--- src/sv/ipi_pkg.sv ---
package ipi_pkg;

  localparam int RegW = 5;
  localparam int TagW = 16;
  localparam int SrcCntW = 2;
  localparam int LatInW = 5;
  // Wide enough for any latency limit the block supports.
  localparam int LatWideW = 7;

  localparam int RegisterCountDef = 32;
  localparam int MaxLatencyDef = 16;

endpackage

--- src/sv/ipi_scoreboard.sv ---
module ipi_scoreboard #(
  parameter int REGISTER_COUNT = ipi_pkg::RegisterCountDef
) (
  input  logic                      clk,
  input  logic                      rst,
  input  logic                      upd_en,
  input  logic                      set_en,
  input  logic [ipi_pkg::RegW-1:0]  set_reg,
  input  logic                      clr_en,
  input  logic [ipi_pkg::RegW-1:0]  clr_reg,
  input  logic [ipi_pkg::RegW-1:0]  look_a,
  input  logic [ipi_pkg::RegW-1:0]  look_b,
  output logic                      pend_a,
  output logic                      pend_b
);

  logic [REGISTER_COUNT-1:0] reg_ready;
  logic [REGISTER_COUNT-1:0] set_oh;
  logic [REGISTER_COUNT-1:0] clr_oh;
  logic [REGISTER_COUNT-1:0] sel_a;
  logic [REGISTER_COUNT-1:0] sel_b;
  logic [REGISTER_COUNT-1:0] ready_eff;

  // Register numbers beyond the file match no entry, so they read as ready
  // and their updates fall away.
  always_comb begin
    for (int i = 0; i < REGISTER_COUNT; i++) begin
      set_oh[i] = set_en && (32'(set_reg) == 32'(i));
      clr_oh[i] = clr_en && (32'(clr_reg) == 32'(i));
      sel_a[i]  = (32'(look_a) == 32'(i));
      sel_b[i]  = (32'(look_b) == 32'(i));
    end
  end

  // Writeback frees its register before decode looks at the sources.
  assign ready_eff = reg_ready | set_oh;
  assign pend_a    = |(sel_a & ~ready_eff);
  assign pend_b    = |(sel_b & ~ready_eff);

  always_ff @(posedge clk) begin
    if (rst) begin
      reg_ready <= '1;
    end else if (upd_en) begin
      reg_ready <= ready_eff & ~clr_oh;
    end
  end

endmodule

--- src/sv/inorder_pipeline_interlock_core.sv ---
// In-order five-stage pipeline model with a register scoreboard.
// Each input item is one pipeline clock: it offers the next trace
// instruction (or, with instr_present low, the end of the trace). Each item
// gives exactly one result: whether the offered instruction was fetched
// (if not, offer it again in a later item), any retirement at writeback with
// its tag, data and control hazard pulses, and the sticky run_finished flag.
// Both channels use valid/ready. An accepted item is held in an input
// register; the pipeline clock is evaluated from it into the result
// register, which holds the result until the receiver takes it. One item is
// taken every cycle while the receiver keeps up.
// If the receiver stalls, the result register holds its result, the input
// register keeps one more item and then in_ready falls; no item is lost.
// Reset empties all stages, marks every register ready, rewinds the
// execute counter to one and clears the finished flag behind run_finished.
module inorder_pipeline_interlock_core #(
  parameter int REGISTER_COUNT = ipi_pkg::RegisterCountDef,
  parameter int MAX_LATENCY    = ipi_pkg::MaxLatencyDef
) (
  input  logic                         clk,
  input  logic                         rst,
  input  logic                         in_valid,
  output logic                         in_ready,
  input  logic                         instr_present,
  input  logic [ipi_pkg::TagW-1:0]     instr_tag,
  input  logic [ipi_pkg::SrcCntW-1:0]  source_count,
  input  logic [ipi_pkg::RegW-1:0]     source_a,
  input  logic [ipi_pkg::RegW-1:0]     source_b,
  input  logic                         dest_present,
  input  logic [ipi_pkg::RegW-1:0]     dest_reg,
  input  logic                         is_control,
  input  logic [ipi_pkg::LatInW-1:0]   exec_cycles,
  output logic                         out_valid,
  input  logic                         out_ready,
  output logic                         fetch_taken,
  output logic                         retire_valid,
  output logic [ipi_pkg::TagW-1:0]     retire_tag,
  output logic                         data_hazard,
  output logic                         control_hazard,
  output logic                         run_finished
);

  localparam int LatW = $clog2(MAX_LATENCY + 1);

  typedef struct packed {
    logic                        valid;
    logic [ipi_pkg::TagW-1:0]    tag;
    logic [ipi_pkg::SrcCntW-1:0] nsrc;
    logic [ipi_pkg::RegW-1:0]    srca;
    logic [ipi_pkg::RegW-1:0]    srcb;
    logic                        has_dest;
    logic [ipi_pkg::RegW-1:0]    dest;
    logic                        ctrl;
    logic [LatW-1:0]             lat;
  } front_slot_t;

  typedef struct packed {
    logic                     valid;
    logic [ipi_pkg::TagW-1:0] tag;
    logic                     has_dest;
    logic [ipi_pkg::RegW-1:0] dest;
    logic                     ctrl;
  } back_slot_t;

  // Input register
  logic                        ir_valid;
  logic                        ir_present;
  logic [ipi_pkg::TagW-1:0]    ir_tag;
  logic [ipi_pkg::SrcCntW-1:0] ir_nsrc;
  logic [ipi_pkg::RegW-1:0]    ir_srca;
  logic [ipi_pkg::RegW-1:0]    ir_srcb;
  logic                        ir_has_dest;
  logic [ipi_pkg::RegW-1:0]    ir_dest;
  logic                        ir_ctrl;
  logic [ipi_pkg::LatInW-1:0]  ir_lat;

  // Pipeline state
  front_slot_t     fe;
  front_slot_t     dc;
  back_slot_t      ex;
  back_slot_t      mem;
  logic [LatW-1:0] exec_elapsed;
  logic            exec_busy;
  logic            decode_stall;
  logic            control_stall;
  logic            trace_more;
  logic            finished;

  front_slot_t     fe_next;
  front_slot_t     dc_next;
  back_slot_t      ex_next;
  logic [LatW-1:0] exec_elapsed_next;
  logic            exec_busy_next;
  logic            decode_stall_next;
  logic            control_stall_next;
  logic            trace_more_next;
  logic            finished_next;

  logic                     taken_c;
  logic                     retire_c;
  logic [ipi_pkg::TagW-1:0] rtag_c;
  logic                     dhaz_c;
  logic                     chaz_c;

  logic                         step_en;
  logic                         pend_a;
  logic                         pend_b;
  logic                         src_wait;
  logic                         sb_set_en;
  logic [ipi_pkg::RegW-1:0]     sb_set_reg;
  logic                         sb_clr_en;
  logic [ipi_pkg::RegW-1:0]     sb_clr_reg;
  logic [ipi_pkg::LatWideW-1:0] lat_wide;

  assign step_en  = ir_valid && (!out_valid || out_ready);
  assign in_ready = !ir_valid || step_en;

  always_ff @(posedge clk) begin
    if (rst) begin
      ir_valid <= 1'b0;
    end else if (in_ready) begin
      ir_valid <= in_valid;
    end
    if (in_ready && in_valid) begin
      ir_present  <= instr_present;
      ir_tag      <= instr_tag;
      ir_nsrc     <= source_count;
      ir_srca     <= source_a;
      ir_srcb     <= source_b;
      ir_has_dest <= dest_present;
      ir_dest     <= dest_reg;
      ir_ctrl     <= is_control;
      ir_lat      <= exec_cycles;
    end
  end

  // Writeback frees the destination of the retiring instruction.
  assign sb_set_en  = mem.valid && mem.has_dest;
  assign sb_set_reg = mem.dest;

  ipi_scoreboard #(
    .REGISTER_COUNT(REGISTER_COUNT)
  ) u_scoreboard (
    .clk     (clk),
    .rst     (rst),
    .upd_en  (step_en),
    .set_en  (sb_set_en),
    .set_reg (sb_set_reg),
    .clr_en  (sb_clr_en),
    .clr_reg (sb_clr_reg),
    .look_a  (fe.srca),
    .look_b  (fe.srcb),
    .pend_a  (pend_a),
    .pend_b  (pend_b)
  );

  // A source count of three counts as two.
  assign src_wait = ((fe.nsrc >= 2'd1) && pend_a) ||
                    ((fe.nsrc >= 2'd2) && pend_b);

  always_comb begin
    lat_wide = ipi_pkg::LatWideW'(ir_lat);
    if (lat_wide == '0) begin
      lat_wide = ipi_pkg::LatWideW'(1);
    end else if (lat_wide > ipi_pkg::LatWideW'(MAX_LATENCY)) begin
      lat_wide = ipi_pkg::LatWideW'(MAX_LATENCY);
    end
  end

  // One pipeline clock: writeback, memory, execute, decode, fetch in turn,
  // each later stage seeing what the earlier ones have just done.
  always_comb begin
    fe_next            = fe;
    dc_next            = dc;
    ex_next            = ex;
    exec_elapsed_next  = exec_elapsed;
    exec_busy_next     = exec_busy;
    decode_stall_next  = decode_stall;
    control_stall_next = control_stall;
    trace_more_next    = trace_more;
    taken_c            = 1'b0;
    dhaz_c             = 1'b0;
    chaz_c             = 1'b0;
    sb_clr_en          = 1'b0;
    sb_clr_reg         = '0;

    // Writeback, with the finish check on the stages as they stood.
    finished_next = finished || (!trace_more && !ex.valid && !dc.valid && !fe.valid);
    retire_c      = mem.valid;
    rtag_c        = mem.valid ? mem.tag : '0;
    if (mem.valid) begin
      if (mem.ctrl) begin
        control_stall_next = 1'b0;
      end
    end

    // Execute
    if (!dc.valid) begin
      ex_next.valid = 1'b0;
    end else if (exec_elapsed < dc.lat) begin
      exec_elapsed_next = exec_elapsed + LatW'(1);
      exec_busy_next    = 1'b1;
      ex_next.valid     = 1'b0;
    end else begin
      exec_elapsed_next = LatW'(1);
      exec_busy_next    = 1'b0;
      ex_next.valid     = 1'b1;
      ex_next.tag       = dc.tag;
      ex_next.has_dest  = dc.has_dest;
      ex_next.dest      = dc.dest;
      ex_next.ctrl      = dc.ctrl;
    end

    // Decode
    if (exec_busy_next) begin
      decode_stall_next = 1'b1;
    end else if (!fe.valid) begin
      dc_next.valid     = 1'b0;
      decode_stall_next = 1'b0;
    end else if (src_wait) begin
      decode_stall_next = 1'b1;
      dc_next.valid     = 1'b0;
      dhaz_c            = 1'b1;
      chaz_c            = fe.ctrl;
    end else begin
      if (fe.ctrl) begin
        control_stall_next = 1'b1;
        chaz_c             = 1'b1;
      end
      decode_stall_next = 1'b0;
      sb_clr_en         = fe.has_dest;
      sb_clr_reg        = fe.dest;
      dc_next           = fe;
      dc_next.valid     = 1'b1;
    end

    // Fetch
    if (!control_stall_next && !decode_stall_next) begin
      fe_next.valid    = ir_present;
      fe_next.tag      = ir_tag;
      fe_next.nsrc     = ir_nsrc;
      fe_next.srca     = ir_srca;
      fe_next.srcb     = ir_srcb;
      fe_next.has_dest = ir_has_dest;
      fe_next.dest     = ir_dest;
      fe_next.ctrl     = ir_ctrl;
      fe_next.lat      = LatW'(lat_wide);
      trace_more_next  = ir_present;
      taken_c          = ir_present;
    end else if (control_stall_next) begin
      fe_next.valid = 1'b0;
    end
  end

  always_ff @(posedge clk) begin
    if (rst) begin
      fe.valid      <= 1'b0;
      dc.valid      <= 1'b0;
      ex.valid      <= 1'b0;
      mem.valid     <= 1'b0;
      exec_elapsed  <= LatW'(1);
      exec_busy     <= 1'b0;
      decode_stall  <= 1'b0;
      control_stall <= 1'b0;
      trace_more    <= 1'b1;
      finished      <= 1'b0;
    end else if (step_en) begin
      fe            <= fe_next;
      dc            <= dc_next;
      ex            <= ex_next;
      mem           <= ex;
      exec_elapsed  <= exec_elapsed_next;
      exec_busy     <= exec_busy_next;
      decode_stall  <= decode_stall_next;
      control_stall <= control_stall_next;
      trace_more    <= trace_more_next;
      finished      <= finished_next;
    end
  end

  // Result register
  always_ff @(posedge clk) begin
    if (rst) begin
      out_valid <= 1'b0;
    end else begin
      out_valid <= step_en || (out_valid && !out_ready);
    end
    if (step_en) begin
      fetch_taken    <= taken_c;
      retire_valid   <= retire_c;
      retire_tag     <= rtag_c;
      data_hazard    <= dhaz_c;
      control_hazard <= chaz_c;
      run_finished   <= finished_next;
    end
  end

  a_ctrl_stall_drains_fetch: assert property (@(posedge clk) disable iff (rst)
    step_en && control_stall_next |=> !fe.valid)
    else $error("fetch slot filled while a control instruction is in flight");

  a_busy_no_issue: assert property (@(posedge clk) disable iff (rst)
    step_en && exec_busy_next |=> !ex.valid)
    else $error("execute issued while still busy");

  a_taken_fills_fetch: assert property (@(posedge clk) disable iff (rst)
    step_en && taken_c |=> fe.valid)
    else $error("taken instruction missing from fetch slot");

  a_finished_sticky: assert property (@(posedge clk) disable iff (rst)
    finished |=> finished)
    else $error("run finished flag dropped");

  a_elapsed_range: assert property (@(posedge clk) disable iff (rst)
    exec_elapsed != '0 && 32'(exec_elapsed) <= MAX_LATENCY)
    else $error("execute counter out of range");

endmodule
--- config.mk ---
export PLATFORM = sky130hd
export DESIGN_NAME = inorder_pipeline_interlock_core
export DESIGN_NICKNAME = d
export VERILOG_FILES = /design/src/sv/ipi_pkg.sv /design/src/sv/ipi_scoreboard.sv /design/src/sv/inorder_pipeline_interlock_core.sv
export SDC_FILE = /design/constraint.sdc
export NUM_CORES = 1
export LEC_CHECK = 0
export BUFFER_PORTS_ARGS = -buffer_cell sky130_fd_sc_hd__buf_2
export CORE_AREA = 2 2 126 128
export DETAILED_ROUTE_END_ITERATION = 8
export DIE_AREA = 0 0 128 130
export GPL_TIMING_DRIVEN = 0
export PLACE_DENSITY_LB_ADDON = 0.25
export SLEW_MARGIN = 20
export SYNTH_ARGS = -nofsm -noshare
export SYNTH_HDL_FRONTEND = slang
export SYNTH_HIERARCHICAL = 1
export SYNTH_SLANG_ARGS = --single-unit
--- constraint.sdc ---
create_clock -name clk -period 8 [get_ports clk]
set_input_delay 0.4 -clock clk [delete_from_list [all_inputs] [get_ports clk]]
set_output_delay 0.4 -clock clk [all_outputs]
set_load 0.005 [all_outputs]
==> impl_metrics.tcl <==
set metrics [dict create \
    fp.dieArea_um2 16600 \
    grt_pass1_wl_um 28000 \
    fin_nets 787 \
    slew_headroom 0.535 \
    largest_reg_flops 41 \
    clk_pin_slew_ns 0.06 \
    die_w_um 128 \
    synth_flop_cell "edfxtp_1" \
    grt-ovfl-total 0 \
    seq_area_frac_synth 0.706 \
    cts_root_buf "clkbuf_16" \
    ys_ff_latch 223 \
    synth_fp_nets 688 \
    cts_tree "yes" \
    ys_async_sr_fraction 0 \
    num_rows 46 \
    arrival_ns 5.48 \
    io_pins 68 \
    netlist_area_um2 8810 \
    critPathKind "reg2reg" \
    synth_cell_types 64 \
    grt_max_degree 31 \
    hold_buffers 0 \
    min_path_type "in2reg" \
    vias 5608 \
    routedWlPerCell_um 18.9 \
    synth_area_per_cell_um2 13.9 \
    dr.pass1.iters 6 \
    placed_area_um2 9470 \
    gp_congestion 0.931 \
    p_leak_nw 3.75 \
    vdd.ir_drop.worst_mv 0.220 \
    drv_slew 0 \
    tightestPinTransition_ns 0.680 \
    end_kind "register" \
    grt_use_total 0.217 \
    synth_area_leaders "edfxtp_1 60%, dfxtp_1 11%, a2111oi_0 3.2%, a21oi_1 3.0%, o21bai_1 2.7%" \
    dp_hpwl_um 12800 \
    clock_sink_count 223 \
    post_cts_resized 0 \
    viasPerCell 5.95 \
    status "finished clean" \
    start_util 0.571 \
    postCtsSetupBuffers 0 \
    synth_common_cells "176 x edfxtp_1, 61 x nor2_1, 53 x a21oi_1" \
    design_area_um2 10200 \
    wirelength_um 17800 \
    detail-route-antenna-nets 0 \
    pre_cts_ws_ns 2.80 \
    antenna_cells 0 \
    core-area_um2 15400 \
    cts_buffers 22 \
    antenna_found_initial 0 \
    numPortBuffers 67 \
    grt_pass1_vias 5527 \
    crit_required_ns 8.19 \
    post-route-min-period_ns 5.29 \
    die_h_um 130 \
    yosysWarnings 6 \
    clock_skew_ns 0.0103 \
    worst_slack_ns 2.71 \
    finalSetupViolations 0 \
    area_growth_pct 15.7 \
    syn-instance-count 636 \
    synth.most_common_cell "edfxtp_1" \
    pwr_density_cell_nw_per_um2 231 \
    drive_above_1_share 0.205 \
    cp_max_fo 11 \
    max_flop_register "fe" \
    hold_viol 0 \
    reg2reg_slack_ns 2.71 \
    fin_crit_sh 0.661 \
    drt_drc_violations_left 0 \
    top_regs "fe x41, u_scoreboard/reg_ready x32, dc x29" \
    fmax_mhz 189 \
    synth.top_cell.area_share 0.600 \
    synth.largest_area_cell "edfxtp_1" \
    cts.path.max_buffers 3 \
    synth_edf_count 176 \
    drt_iter0_markers 487 \
    crit_path_start_kind "register" \
    maxCapViolCount 0 \
    rsz0062_at_grt "false" \
    clock_latency_ns 0.50 \
    cts_htree_levels 1 \
]
metrics by stage:
step           cells  utilization  hold slack (ns)  setup TNS, ns  total power, mW
2_1_floorplan    636            -            0.400              0             1.35
3_3_place_gp     895        0.609            0.400         -65.21             1.38
3_5_place_dp     903        0.614            0.405              0             1.38
4_1_cts          943        0.661           0.0519              0             2.38
5_1_grt          943        0.661           0.0515              0             2.43
6_report         943        0.661           0.0711              0             2.36
worst max-delay path, stage by stage, from the launching register on:
cell and delay (ns):
dfxtp_1 0.58, clkbuf_1 0.36, and2_1 0.30, and4bb_1 0.32, buf_2 0.29, a2111oi_0 0.15
nor4_1 0.29, nand4_1 0.26, a41oi_2 0.22, nand3_1 0.16, or2_2 0.34, a21oi_1 0.16
o21ai_0 0.20, nor4_2 0.51, buf_2 0.34, buf_2 0.25, buf_2 0.24
layout by cell type (no fill, tap or decap), types with 4 or more instances in the layout:
cell type    n
nand4_1      4
nand3_1     10
buf_4        9
buf_2       79
inv_1       14
dfxtp_1     47
a31oi_1      5
clkbuf_1    13
or2_2        4
and2_1      27
nand2_1     31
nor2_1      59
nand3b_1     6
clkinv_2     5
ha_1         7
or3_1        4
nand2b_1     4
a2111oi_0   32
mux2i_1      4
clkbuf_16   22
nor4_1       9
edfxtp_1   176
a211oi_1     6
and3_1       4
a21oi_1     53
nor2b_1      5
o21bai_1    32
report_power, final:
| part | total, mW | leakage [nW] | internal (mW) | switching [mW] |
|---|---|---|---|---|
| Clock | 1.00 | 0.352 | 0.592 | 0.408 |
| Sequential | 1.29 | 2.02 | 1.28 | 0.0106 |
| Combinational | 0.0711 | 1.38 | 0.0271 | 0.0440 |
cell families (layout without fill, tap and decap cells):
logic type	Yosys count	in the layout	synth area share
adders and majority gates	7	7	0.00994
xor gates and xnor gates	3	3	0.00298
muxes	8	8	0.0122
AOI/OAI and AO/OA	151	151	0.118
and+or+nand+nor	201	201	0.127
DFF	223	223	0.706
buffers and inverters	43	158	0.0234
per-layer routing:
metal / GRT usage / share of wire
met2: 0.363 / 0.49
met5: 0 / 0
met3: 0.0398 / 0.059
met1: 0.277 / 0.41
met4: 0.109 / 0.041
layout make-up:
type | instances | area (um2)
buffer | 27 | 146
clock buffer | 27 | 589
clock inverter | 13 | 133
fill | 1106 | 5230
inverter | 16 | 60.1
multi-input combinational | 370 | 2400
sequential | 223 | 6230
tap | 192 | 240
timing repair buffer | 75 | 402
path summary, 6_finish.rpt:
check,from,to,cells past startpoint
setup / recovery,retire_c$_SDFFE_PP0P_,fe[36]$_DFFE_PP_,16
hold / removal,source_a[2],ir_srca[2]$_DFFE_PP_,1
setup reg to reg,retire_c$_SDFFE_PP0P_,fe[36]$_DFFE_PP_,16
hold reg to reg,ir_tag[14]$_DFFE_PP_,fe[38]$_DFFE_PP_,0
(Power assumes the default switching activity.)
